==> config.mk <==
export PLATFORM = sky130hd
export DESIGN_NAME = crt_ctrl
export DESIGN_NICKNAME = d
export VERILOG_FILES = /design/src/rtl/core/crt_pkg.sv /design/src/rtl/core/crt_ctrl.sv
export SDC_FILE = /design/constraint.sdc
export NUM_CORES = 1
export LEC_CHECK = 0
export ABC_AREA = 1
export ABC_CLOCK_PERIOD_IN_PS = 1400
export BUFFER_PORTS_ARGS = -buffer_cell sky130_fd_sc_hd__buf_4
export CAP_MARGIN = 25
export CORE_AREA = 8 8 45 47
export CTS_CLUSTER_DIAMETER = 60
export DETAILED_ROUTE_END_ITERATION = 10
export DIE_AREA = 0 0 53 55
export GPL_TIMING_DRIVEN = 0
export MAX_ROUTING_LAYER = met4
export PLACE_DENSITY_LB_ADDON = 0.1
export SYNTH_ARGS = -nofsm -noshare
export SYNTH_HDL_FRONTEND = slang
export SYNTH_SLANG_ARGS = --single-unit
==> constraint.sdc <==
create_clock -name i_clk -period 1.4 [get_ports i_clk]
set_input_delay 0.07 -clock i_clk [delete_from_list [all_inputs] [get_ports i_clk]]
set_output_delay 0.07 -clock i_clk [all_outputs]
set_load 0.03 [all_outputs]
==> src/rtl/core/crt_pkg.sv <==
// Shared types and codes for the capture run table.
package crt_pkg;

    localparam logic [2:0] MODE_OPEN   = 3'd0;
    localparam logic [2:0] MODE_APPEND = 3'd1;
    localparam logic [2:0] MODE_READ   = 3'd2;
    localparam logic [2:0] MODE_FLUSH  = 3'd3;
    localparam logic [2:0] MODE_CLOSE  = 3'd4;

    localparam logic [4:0] ST_OK          = 5'd0;
    localparam logic [4:0] ST_ALREADY     = 5'd1;
    localparam logic [4:0] ST_STRIDE      = 5'd2;
    localparam logic [4:0] ST_CHANNELS    = 5'd3;
    localparam logic [4:0] ST_RATE_ZERO   = 5'd4;
    localparam logic [4:0] ST_MASK        = 5'd5;
    localparam logic [4:0] ST_NOT_OPEN    = 5'd6;
    localparam logic [4:0] ST_HEADER      = 5'd7;
    localparam logic [4:0] ST_GEOMETRY    = 5'd8;
    localparam logic [4:0] ST_LENGTH      = 5'd9;
    localparam logic [4:0] ST_OVERLAP     = 5'd10;
    localparam logic [4:0] ST_TABLE_FULL  = 5'd11;
    localparam logic [4:0] ST_NO_DATA     = 5'd12;
    localparam logic [4:0] ST_BUF_SMALL   = 5'd13;
    localparam logic [4:0] ST_SPANS_HOLE  = 5'd14;
    localparam logic [4:0] ST_OUTSIDE     = 5'd15;
    localparam logic [4:0] ST_CORRUPT     = 5'd16;

    localparam logic [1:0] REG_STRIDE   = 2'd0;
    localparam logic [1:0] REG_CHANNELS = 2'd1;
    localparam logic [1:0] REG_RATE     = 2'd2;
    localparam logic [1:0] REG_MASK     = 2'd3;

    localparam int MAX_CHANNELS = 32;

    typedef struct packed {
        logic [2:0]  mode;
        logic [47:0] first_index;
        logic [31:0] sample_count;
        logic        header_ok;
        logic [2:0]  block_stride;
        logic [5:0]  block_channels;
        logic [31:0] block_rate;
        logic [33:0] payload_len;
        logic [33:0] buffer_bytes;
    } t_crt_in;

    typedef struct packed {
        logic [4:0]  status;
        logic [39:0] byte_offset;
        logic [31:0] samples_read;
        logic        hole_recorded;
        logic [47:0] hole_size;
        logic [31:0] blocks_written;
        logic [31:0] blocks_rejected;
        logic [47:0] samples_written;
        logic [39:0] bytes_written;
        logic [39:0] bytes_durable;
        logic [31:0] holes_recorded;
        logic [47:0] missing_total;
    } t_crt_out;

    typedef struct packed {
        logic [47:0] first;
        logic [47:0] last;
        logic [39:0] base;
    } t_run;

    typedef struct packed {
        logic load;
        logic exec_commit;
        logic scan_start;
        logic scan_step;
        logic off_calc;
        logic read_commit;
    } t_crt_cmd;

    typedef struct packed {
        logic out_free;
        logic need_scan;
        logic scan_hit;
        logic scan_miss;
    } t_crt_sts;

    typedef enum logic [2:0] {
        S_IDLE,
        S_EXEC,
        S_SCAN,
        S_OFF,
        S_DONE
    } t_state;

endpackage

==> src/rtl/core/crt_ctrl.sv <==
// Sequencer for item execution and the run table scan.
module crt_ctrl import crt_pkg::*; (
    input  logic     i_clk,
    input  logic     i_rst_n,
    input  logic     i_in_valid,
    output logic     o_in_ready,
    input  t_crt_sts i_sts,
    output t_crt_cmd o_cmd
);

    t_state r_state;
    t_state n_state;

    always_ff @(posedge i_clk) begin
        if (!i_rst_n) begin
            r_state <= S_IDLE;
        end else begin
            r_state <= n_state;
        end
    end

    always_comb begin
        n_state = r_state;
        case (r_state)
            S_IDLE: begin
                if (i_in_valid) n_state = S_EXEC;
            end
            S_EXEC: begin
                if (i_sts.need_scan) n_state = S_SCAN;
                else if (i_sts.out_free) n_state = S_IDLE;
            end
            S_SCAN: begin
                if (i_sts.scan_hit) n_state = S_OFF;
                else if (i_sts.scan_miss) n_state = S_DONE;
            end
            S_OFF: n_state = S_DONE;
            S_DONE: begin
                if (i_sts.out_free) n_state = S_IDLE;
            end
            default: n_state = S_IDLE;
        endcase
    end

    always_comb begin
        o_cmd = '0;
        o_in_ready = 1'b0;
        case (r_state)
            S_IDLE: begin
                o_in_ready = 1'b1;
                o_cmd.load = i_in_valid;
            end
            S_EXEC: begin
                o_cmd.scan_start = i_sts.need_scan;
                o_cmd.exec_commit = !i_sts.need_scan && i_sts.out_free;
            end
            S_SCAN: o_cmd.scan_step = !i_sts.scan_hit && !i_sts.scan_miss;
            S_OFF: o_cmd.off_calc = 1'b1;
            S_DONE: o_cmd.read_commit = i_sts.out_free;
            default: o_cmd = '0;
        endcase
    end

endmodule

Word-level counts from Yosys, hierarchy flattened
Index checks and enable logic that the tools add are counted.
{ "totals": {"wordCells": 26, "inputBits": 7, "regBits": 3} }
{ "classes": {"n_eq_ne": 6, "mux": 12, "reduce_logical": 7} }
{ "op_table": {"columns": ["cell", "n"], "rows": [
  ["$mux W3", 5],
  ["$pmux W3 S5", 1],
  ["$eq A3 B2 Y1 const B", 2],
  ["$mux W1", 5],
  ["$eq A3 B1 Y1 const B", 1],
  ["$eq A3 B3 Y1 const B", 1],
  ["$logic_not A1 Y1", 3],
  ["$logic_not A3 Y1", 1],
  ["$ne A3 B3 Y1 const B", 1],
  ["$logic_and A1 B1 Y1", 2],
  ["$mux W2", 1],
  ["$ne A2 B2 Y1 const B", 1],
  ["$reduce_and A2 Y1", 1]
]} }

Depth between registers and ports, before layout
Gate-level depths: netlist of the first run.
{ "logic_depth": {"depth_word": 3, "depth_mapped": 6} }

Worst setup path after synthesis of the first run
No wires, ideal clock.
{ "synth_timing": {"path_kind": "flip-flop to output port", "startpoint": "register r_state[0]", "endpoint": "output port o_cmd[5] (netlist name)", "t_required_ns": 1.330, "path_slack_ns": 0.192, "arrival_ns": 1.138, "stages_incl_launch_ff": 4, "path_cell_list": "dfxtp_1 > inv_2 > nand2_2 > nor3_1"} }
{ "synth_rtl": {"columns": ["element", "line", "rtl"], "rows": [
  ["start, declared", "crt_ctrl.sv:11", "t_state r_state;"],
  ["start signal, assigned", "crt_ctrl.sv:18", "r_state <= n_state;"],
  ["end, declared", "crt_ctrl.sv:8", "output t_crt_cmd o_cmd"]
]} }

==> results of run 1 <==
power by group:
part	internal (W)	switching (W)
sequential	0.0000934	0.0000104
combinational	0.0000546	0.0000854
clock	0.000107	0.0000460
total	0.000255	0.000142
per-layer routing:
metal  wire, microns  vias to the layer above
met3              76                        0
met2             322                       12
met4               0                        0
met1             304                      128
li1                -                      168
met5               0                        -
Yosys cell counts:
cell type and number:
dfxtp_1 3, buf_6 1, nor2_1 8, inv_2 1
o21ai_0 2, nand2_2 2, inv_1 8, nor2_2 1
nand2_1 8, nand3_1 7, nor3_1 3
per-stage QoR:
stage,util,setup slack (ns),instances
after CTS,0.2803,0.1243,77
after detailed placement,0.2613,0.3846,73
after floorplan,-,0.1917,44
after global routing,0.2803,0.04691,77
after global placement,0.2613,0.3776,73
final,0.2803,0.1605,77
worst min-delay path, stage by stage:
cell	delay, ns
buf_4	0.09
nand2_1	0.05
inv_1	0.04
worst paths after layout:
check | to | slack [ns] | cells after the start
worst min-delay path | r_state[1] | 0.05 | 3
worst min register to register | r_state[0] | 0.65 | 4
worst max-delay path | o_cmd[2] | 0.16 | 5
worst max register to register | r_state[2] | 0.43 | 5
logic make-up after synthesis:
logic type | synth area share
simple gates | 0.5282
buf+inv | 0.1846
flops | 0.2462
compound gates | 0.04103
cell type report:
| class | instances | area (sq um) |
|---|---|---|
| Buffer | 1 | 11.26 |
| Clock buffer | 4 | 26.28 |
| Fill cell | 173 | 996.0 |
| Inverter | 9 | 33.78 |
| Multi-Input combinational cell | 31 | 138.9 |
| Sequential cell | 3 | 60.06 |
| Tap cell | 16 | 20.02 |
| Timing Repair Buffer | 13 | 97.59 |
==> summary.md, run 1 <==
| Metric | Value |
|---|---|
| Outcome | `complete, no violations` |
| Start point of the worst hold path | `i_rst_n` |
| Number of nets in the layout | `69` |
| Final setup TNS | `0 ns` |
| Residual DRC count | `0` |
| Die Y-Extent | `55 microns` |
| Type of the tightest min-delay check | `primary input to flop` |
| Final number of max-transition violations | `0` |
| Via-per-instance ratio | `4.000` |
| Critical path startpoint | `r_state[2]` |
| Achievable Freq | `0.8068 GHz` |
| #FFs+latches synth | `3` |
| Largest stage delay on the critical path | `0.30 ns` |
| Area contributors post-synth | `dfxtp_1 25%, nand3_1 14%, inv_1 12%, nand2_1 12%, nor2_1 12%` |
| Met1 usage | `0.05159` |
| Portion of synthesized cell area occupied by the leading cell type | `0.2462` |
| First drt pass iteration count | `2` |
| Cell with the biggest individual delay on the critical path | `dfxtp_1` |
| Hold bufs inserted after CTS | `0` |
| Wire length per cell | `9.130 microns` |
| Post-Syn Nets | `51` |
| MaxCap Viol Count | `0` |
| Routing usage on met2 | `0.08008` |
| GRT overflow | `0` |
| Leakage power | `0.2312 nW` |
| Share of the clock period used by the worst path | `0.8853` |
| Leading registers by flop count | `r_state x3` |
| Clock transition at the registers of the reported paths | `0.04 ns` |
| Critical path required time | `1.33 ns` |
| Placeable core region | `1384 sq um` |
| Pin count of the biggest net entering global routing | `10` |
| Worst-margin pin slew | `0.2449 ns` |
| Hold violation total from the final report | `0` |
| Clk Latency, worst-skew pair | `0.23 ns` |
| Buf/Inv on CP | `3` |
| # H-tree levels | `1` |
| Root cell of the clock tree | `clkbuf_4` |
| Worst-case headroom to the max-slew limit | `0.8365` |
| Setup repair bufs after CTS | `0` |
| Worst Path Arrival | `1.17 ns` |
| Warnings from Yosys | `0` |
| Number of resized instances in the post-cts repair step | `0` |
| Final Total Pwr | `0.0003967 W` |
| Most frequent cells in the layout | `13 x buf_4, 8 x inv_1, 8 x nor2_1, 8 x nand2_1, 7 x nand3_1` |
| Combined area of all synthesized cells | `244.0 sq um` |
| Average size of a mapped cell | `5.545 sq um` |
| Post-Syn Instances | `44` |
| Flip-flop count of the largest register, all copies and words added | `3` |
| Total non-filler cell area in the finished layout | `387.9 sq um` |
| Shortest period the worst path allows | `1.239 ns` |
| Bufs on Longest Clock Path | `2` |
| Placement row count | `14` |
| Hold slack final | `0.04627 ns` |
| Startpoint of the lowest-slack register-to-register path | `r_state[2]` |
| Power density of the placed cells | `1023 nW/um^2` |
| Kind of start point of the critical path | `flop` |
| Die outline width | `53 microns` |
| Reg with most FFs | `r_state` |
| Share of the yosys chip area belonging to registers | `0.2462` |
| Series of cell instances along the critical path | `buf_6 > nor3_1 > nand2_1 > inv_1 > buf_4` |
| Area added between synthesis and finish | `58.97%` |
| Top cell type by total area after synthesis | `dfxtp_1` |
| Residual antenna-violating net count after detailed routing | `0` |
| Final number of setup-violating endpoints | `0` |
| Clock tree skew after final layout | `0.001951 ns` |
| Via count of the first global-routing pass | `275` |
| Number of DRC markers in iteration 0 | `3` |
| CTS tree | `done` |
| GRT busiest layer | `met2` |
| Global-route wire length before repair | `1062 microns` |
| Highest fanout seen on the critical path | `9` |
| Starting density of the core | `0.1763` |
| Most frequent standard cell in the layout excluding fill and tap cells | `buf_4` |
| Total via count in the routed design | `308` |
| GPL Wtd Cong | `0.6785` |
| IO Port Bufs | `13` |
| Num Clock Sinks | `3` |
| Total wire length | `703 microns` |
| CP Capture Type | `primary output` |
| Share of final-layout standard cells stronger than drive strength 1 | `0.3443` |
| Worst IR Drop VDD | `0.0005531 V` |
| Placed inst area | `361.6 sq um` |
| Start-to-end type of the worst setup path | `flop to primary output` |
| Overall track demand over capacity in global routing | `0.05008` |
| Setup repair after global routing missed its margin | `false` |
| Diode count | `0` |
| Number of placed I/O pins | `14` |
| Critical path's top delay family | `buffers and inverters` |
| Number of clock buffers inserted by TritonCTS | `3` |
| Die area | `2915 sq um` |
| Number of distinct library cells after synthesis | `11` |
| Antenna violations before repair | `0` |
| Post-detail-place hpwl | `574.1 microns` |
| Met3 routing resource usage after global routing | `0.02941` |
Power figures use the tool's default switching activity.
==> run 2, diff against run 1 <==
- GPL_TIMING_DRIVEN: 0 -> not set
==> run 2 against run 1 <==
Against the previous run:
- final cell count shrank 1.3%
- non-clock buffer count shrank 1
- combinational power is essentially flat
- sequential cell count is the same
- fmax grew 0.41%
==> summary.md, run 2 (same netlist as run 1, synthesis figures left out) <==
| Metric | Value |
|---|---|
| Number of resized instances in the post-cts repair step | `0 (unchanged)` |
| Overall track demand over capacity in global routing | `0.05565 (+0.005565)` |
| Antenna violations before repair | `0 (unchanged)` |
| Share of the clock period used by the worst path | `0.8817 (-0.003629)` |
| Logic gate share of total power | `0.350 (-0.003)` |
| Total non-filler cell area in the finished layout | `376.6 sq um (-2.9%)` |
| Flip-flop count of the largest register, all copies and words added | `3 (unchanged)` |
| CP Capture Type | `primary output` |
| Worst r2r dst | `r_state[1]` |
| Worst-margin pin slew | `0.3088 ns (+0.06392 ns)` |
| Bufs on Longest Clock Path | `2 (unchanged)` |
| Num Clock Sinks | `3 (unchanged)` |
| Worst IR Drop VDD | `0.0002737 V (-51%)` |
| Start-to-end type of the worst setup path | `flop to primary output` |
| Number of clock buffers inserted by TritonCTS | `3 (unchanged)` |
| Hold violation total from the final report | `0 (unchanged)` |
| Global-route wire length before repair | `1152 microns (+8.5%)` |
| Final Worst Setup Slack | `0.1656 ns (+0.005080 ns)` |
| Setup repair after global routing missed its margin | `false` |
| Outcome | `complete, no violations` |
| Number of cells on the worst hold path | `3 (unchanged)` |
| Clock transition at the registers of the reported paths | `0.03 ns (about the same)` |
| Worst Path Arrival | `1.16 ns (about the same)` |
| Final number of max-transition violations | `0 (unchanged)` |
| Die Y-Extent | `55 microns (unchanged)` |
| Setup repair bufs after CTS | `0 (unchanged)` |
| Leakage power | `0.2251 nW (-2.7%)` |
| Reg with most FFs | `r_state` |
| Residual DRC count | `0 (unchanged)` |
| Root cell of the clock tree | `clkbuf_4` |
| Hold slack final | `0.04204 ns (-0.004225 ns)` |
| Most frequent standard cell in the layout excluding fill and tap cells | `buf_4` |
| Die outline width | `53 microns (unchanged)` |
| Endpoint with the worst hold slack | `r_state[1]` |
| Number of placed I/O pins | `14 (unchanged)` |
| Relative contribution of the clock network to total power | `0.382 (-0.003)` |
| Highest fanout seen on the critical path | `9 (unchanged)` |
| Leading registers by flop count | `r_state x3` |
| GRT overflow | `0 (unchanged)` |
| Hold bufs inserted after CTS | `0 (unchanged)` |
| Startpoint of the lowest-slack register-to-register path | `r_state[2]` |
| Start point of the worst hold path | `i_rst_n` |
| Placed inst area | `350.3 sq um (-3.1%)` |
| IO Port Bufs | `13 (unchanged)` |
| Die area | `2915 sq um (unchanged)` |
| Kind of start point of the critical path | `flop` |
| Number of nets in the layout | `68 (-1.4%)` |
| Critical path required time | `1.33 ns (about the same)` |
| GPL Wtd Cong | `0.7363 (+8.5%)` |
| Total via count in the routed design | `297 (-3.6%)` |
| Internal power | `0.0002533 W (-0.66%)` |
| Sw frac | `0.3514 (-0.006071)` |
| Worst Reg2Reg Path Length in Cells | `5 (unchanged)` |
| Net Sw Power | `0.0001372 W (-3.3%)` |
| Wire length per cell | `9.000 microns (-1.4%)` |
| Total wire length | `684 microns (-2.7%)` |
| Register-to-register setup slack | `0.40 ns (-0.03 ns)` |
| Diode count | `0 (unchanged)` |
| Clock tree skew after final layout | `0.001316 ns (-0.0006359 ns)` |
| # H-tree levels | `1 (unchanged)` |
| Most frequent cells in the layout | `13 x buf_4, 8 x inv_1, 8 x nor2_1, 8 x nand2_1, 7 x nand3_1` |
| Final number of setup-violating endpoints | `0 (unchanged)` |
| MaxCap Viol Count | `0 (unchanged)` |
| Area added between synthesis and finish | `54.36%` |
| Number of DRC markers in iteration 0 | `10 (+7)` |
| Share of final-layout standard cells stronger than drive strength 1 | `0.3333 (-0.01093)` |
| Final setup TNS | `0 ns (unchanged)` |
| Worst-case headroom to the max-slew limit | `0.7939 (-0.04267)` |
| Flop pwr share | `0.268 (+0.006)` |
| First drt pass iteration count | `4 (+2)` |
| Type of the tightest min-delay check | `primary input to flop` |
| Clk Latency, worst-skew pair | `0.23 ns (about the same)` |
| Achievable Freq | `0.8101 GHz (+0.41%)` |
| Via count of the first global-routing pass | `282 (+2.5%)` |
| Starting density of the core | `0.1763 (unchanged)` |
| Residual antenna-violating net count after detailed routing | `0 (unchanged)` |
| Placement row count | `14 (unchanged)` |
| Post-detail-place hpwl | `586 microns (+2.1%)` |
| CTS tree | `done` |
| Pin count of the biggest net entering global routing | `10 (unchanged)` |
| Shortest period the worst path allows | `1.234 ns (-0.005080 ns)` |
| Placeable core region | `1384 sq um (unchanged)` |
| Via-per-instance ratio | `3.908 (-2.3%)` |
| Power density of the placed cells | `1037 nW/um^2 (+1.4%)` |
| Worst-case setup slack after placement | `0.3982 ns (+0.01358 ns)` |
-- run 2: cell count changes in the layout (fill, tap and decap cells not counted) --
cell	change
buf_6	-1
-- run 2: stage by stage --
stage | power, W | util | std cells
after global placement | 0.0002483 | 0.2532 | 72
after global routing | 0.0004327 | 0.2722 | 76
after CTS | 0.0004000 | 0.2722 | 76
after floorplan | 0.0001947 | - | 44
final | 0.0003904 | 0.2722 | 76
after detailed placement | 0.0002446 | 0.2532 | 72
-- run 2: power groups by stage --
| stage | combinational, W | sequential, W | clock (W) |
|---|---|---|---|
| after floorplan | 0.0000926 | 0.000102 | 0 |
| after global placement | 0.000142 | 0.000106 | 0 |
| after detailed placement | 0.000138 | 0.000106 | 0 |
| after CTS | 0.000139 | 0.000105 | 0.000156 |
| after global routing | 0.000154 | 0.000106 | 0.000173 |
| final | 0.000137 | 0.000105 | 0.000149 |
-- run 2: routing by layer --
metal | up-vias | track usage | routed length (microns)
li1 | 165 | - | -
met1 | 120 | 0.05900 | 301
met2 | 12 | 0.07813 | 335
met3 | 0 | 0.02139 | 48
met4 | 0 | 0.05172 | 0
met5 | - | - | 0
-- run 2: worst max-delay path: stages, from the launching register on --
cell and delay [ns]:
dfxtp_1 0.39, nor2_1 0.20, nand3_1 0.12, inv_1 0.07
buf_4 0.15
-- run 2: cell type report --
type | count | area [sq um]
Tap cell | 16 | 20.02
Clock buffer | 4 | 26.28
Inverter | 9 | 33.78
Fill cell | 166 | 1007
Multi-Input combinational cell | 31 | 138.9
Sequential cell | 3 | 60.06
Timing Repair Buffer | 13 | 97.59
-- run 2: worst max-delay path by stage --
stage	startpoint	to	slack, ns	cells after the start
floorplan	r_state[0]	o_cmd[5]	0.19	3
global placement	r_state[2]	o_cmd[3]	0.36	4
detailed placement	r_state[2]	r_state[1]	0.40	5
CTS	r_state[2]	o_cmd[3]	0.15	4
global route	r_state[2]	o_cmd[3]	0.003	4
finish	r_state[2]	o_cmd[3]	0.17	4
==> run 3, diff against run 2 <==
- CTS_BUF_LIST: not set -> sky130_fd_sc_hd__clkbuf_16
==> run 3 against run 2 <==
Against the previous run:
- clock power grew to 3.0 times the previous value
- hold slack gained 0.0087 ns
- register-to-register slack is essentially flat
- critical endpoint unchanged
- highest routed layer is now met4
==> summary.md, run 3 (same netlist as run 1, synthesis figures left out) <==
| Metric | Value |
|---|---|
| Die outline width | `53 microns (unchanged)` |
| Via count of the first global-routing pass | `267 (-5.3%)` |
| Leakage power | `0.2524 nW (+12%)` |
| Pin count of the biggest net entering global routing | `10 (unchanged)` |
| First drt pass iteration count | `4 (unchanged)` |
| Critical path required time | `1.33 ns (about the same)` |
| Clock tree skew after final layout | `0.001021 ns (-0.0002944 ns)` |
| Num Clock Sinks | `3 (unchanged)` |
| Setup repair bufs after CTS | `0 (unchanged)` |
| Total via count in the routed design | `297 (unchanged)` |
| Setup repair after global routing missed its margin | `false` |
| Diode count | `0 (unchanged)` |
| Reg with most FFs | `r_state` |
| Leading registers by flop count | `r_state x3` |
| WL met2 | `318 microns (-5.1%)` |
| # H-tree levels | `1 (unchanged)` |
| Post-detail-place hpwl | `586 microns (unchanged)` |
| Starting density of the core | `0.1763 (unchanged)` |
| Share of the clock period used by the worst path | `0.8679 (-0.01381)` |
| Shortest period the worst path allows | `1.215 ns (-0.01933 ns)` |
| Start-to-end type of the worst setup path | `flop to primary output` |
| Antenna violations before repair | `0 (unchanged)` |
| Number of DRC markers in iteration 0 | `8 (-2)` |
| Worst r2r dst | `r_state[1]` |
| Wire length per cell | `9.053 microns (+0.58%)` |
| Number of resized instances in the post-cts repair step | `0 (unchanged)` |
| Most frequent standard cell in the layout excluding fill and tap cells | `buf_4` |
| Overall track demand over capacity in global routing | `0.05284 (-0.002811)` |
| Power density of the placed cells | `1599 nW/um^2 (+54%)` |
| Worst IR Drop VDD | `0.0006586 V (+140%)` |
| Hold violation total from the final report | `0 (unchanged)` |
| MaxCap Viol Count | `0 (unchanged)` |
| GRT overflow | `0 (unchanged)` |
| Bufs on Longest Clock Path | `2 (unchanged)` |
| Worst Path Arrival | `1.15 ns (about the same)` |
| End point of the critical path | `o_cmd[3]` |
| Worst-margin pin slew | `0.2987 ns (-0.01013 ns)` |
| IO Port Bufs | `13 (unchanged)` |
| Wire length on met1 | `308 microns (+2.3%)` |
| Final number of max-transition violations | `0 (unchanged)` |
| Achievable Freq | `0.8230 GHz (+1.6%)` |
| Global-route wire length before repair | `1145 microns (-0.61%)` |
| Final setup TNS | `0 ns (unchanged)` |
| Die Y-Extent | `55 microns (unchanged)` |
| Outcome | `complete, no violations` |
| Clk Latency, worst-skew pair | `0.22 ns (about the same)` |
| Type of the tightest min-delay check | `primary input to flop` |
| Highest fanout seen on the critical path | `9 (unchanged)` |
| Critical path startpoint | `r_state[2]` |
| Share of final-layout standard cells stronger than drive strength 1 | `0.3333 (unchanged)` |
| Hold slack final | `0.05071 ns (+0.008671 ns)` |
| Register-to-register setup slack | `0.41 ns (about the same)` |
| Worst Reg2Reg Path Length in Cells | `5 (unchanged)` |
| Startpoint of the lowest-slack register-to-register path | `r_state[2]` |
| Number of placed I/O pins | `14 (unchanged)` |
| Final number of setup-violating endpoints | `0 (unchanged)` |
| Flip-flop count of the largest register, all copies and words added | `3 (unchanged)` |
| Area added between synthesis and finish | `75.90%` |
| Residual antenna-violating net count after detailed routing | `0 (unchanged)` |
| Placement row count | `14 (unchanged)` |
| Number of clock buffers inserted by TritonCTS | `3 (unchanged)` |
| Highest layer used for signal routing | `met4` |
| Worst-case headroom to the max-slew limit | `0.8006 (+0.006760)` |
| Residual DRC count | `0 (unchanged)` |
| Total wire length | `688 microns (+0.58%)` |
| CTS tree | `done` |
| Placeable core region | `1384 sq um (unchanged)` |
| Clock transition at the registers of the reported paths | `0.03 ns (about the same)` |
| GPL Wtd Cong | `0.7363 (unchanged)` |
| CP Capture Type | `primary output` |
| Number of nets in the layout | `68 (unchanged)` |
| Hold bufs inserted after CTS | `0 (unchanged)` |
| Via-per-instance ratio | `3.908 (unchanged)` |
| Kind of start point of the critical path | `flop` |
| Met3 layer wire length in the routed design | `52 microns (+8.3%)` |
| Die area | `2915 sq um (unchanged)` |
| Root cell of the clock tree | `clkbuf_16` |
| Most frequent cells in the layout | `13 x buf_4, 9 x inv_1, 8 x nor2_1, 8 x nand2_1, 7 x nand3_1` |
## run 3: cell count changes in the layout (fill, tap and decap cells not counted), sizes merged
| cell | change |
|---|---|
| inv | +1 |
| clkbuf | -1 |
## run 3: how the worst min path moves through the flow
| stage | from | depth (start not counted) | end | slack [ns] |
|---|---|---|---|---|
| 3_5_place_dp | i_rst_n | 3 | r_state[1] | 0.28 |
| 5_1_grt | i_rst_n | 3 | r_state[1] | 0.06 |
| 4_1_cts | i_rst_n | 3 | r_state[1] | 0.05 |
| 6_report | i_rst_n | 3 | r_state[1] | 0.05 |
| 2_1_floorplan | i_rst_n | 2 | r_state[1] | 0.17 |
| 3_3_place_gp | i_rst_n | 3 | r_state[1] | 0.28 |
## run 3: per-stage QoR
stage	total power [W]	cell area, sq um	instances	setup slack (ns)	util
finish	0.0006862	429.2	76	0.1849	0.3101
floorplan	0.0001947	244.0	44	0.1917	-
detailed placement	0.0002446	350.3	72	0.3982	0.2532
global placement	0.0002483	350.3	72	0.3591	0.2532
global route	0.0007238	429.2	76	0.03075	0.3101
CTS	0.0006934	429.2	76	0.1701	0.3101
## run 3: area by class of cell
cell class / instances / area, sq um
Inverter: 9 / 33.78
Clock inverter: 1 / 3.754
Fill cell: 163 / 954.7
Tap cell: 16 / 20.02
Timing Repair Buffer: 13 / 97.59
Clock buffer: 3 / 75.07
Sequential cell: 3 / 60.06
Multi-Input combinational cell: 31 / 138.9
## run 3: power breakdown
part	switching, W	total, W	leakage, nW	internal (W)
logic	0.0000833	0.000136	0.186	0.0000531
clock network	0.0000770	0.000445	0.0423	0.000368
registers	0.0000110	0.000105	0.0246	0.0000936
## run 3: worst max-delay path, stage by stage (launching register included)
cell and delay, ns:
dfxtp_1 0.38, nor2_1 0.20, nand3_1 0.12, inv_1 0.07, buf_4 0.15
## run 3: routing by layer
layer | global-route usage | vias up
li1 | - | 165
met1 | 0.05900 | 119
met2 | 0.08008 | 11
met3 | 0.02139 | 2
met4 | 0.02586 | 0
met5 | - | -
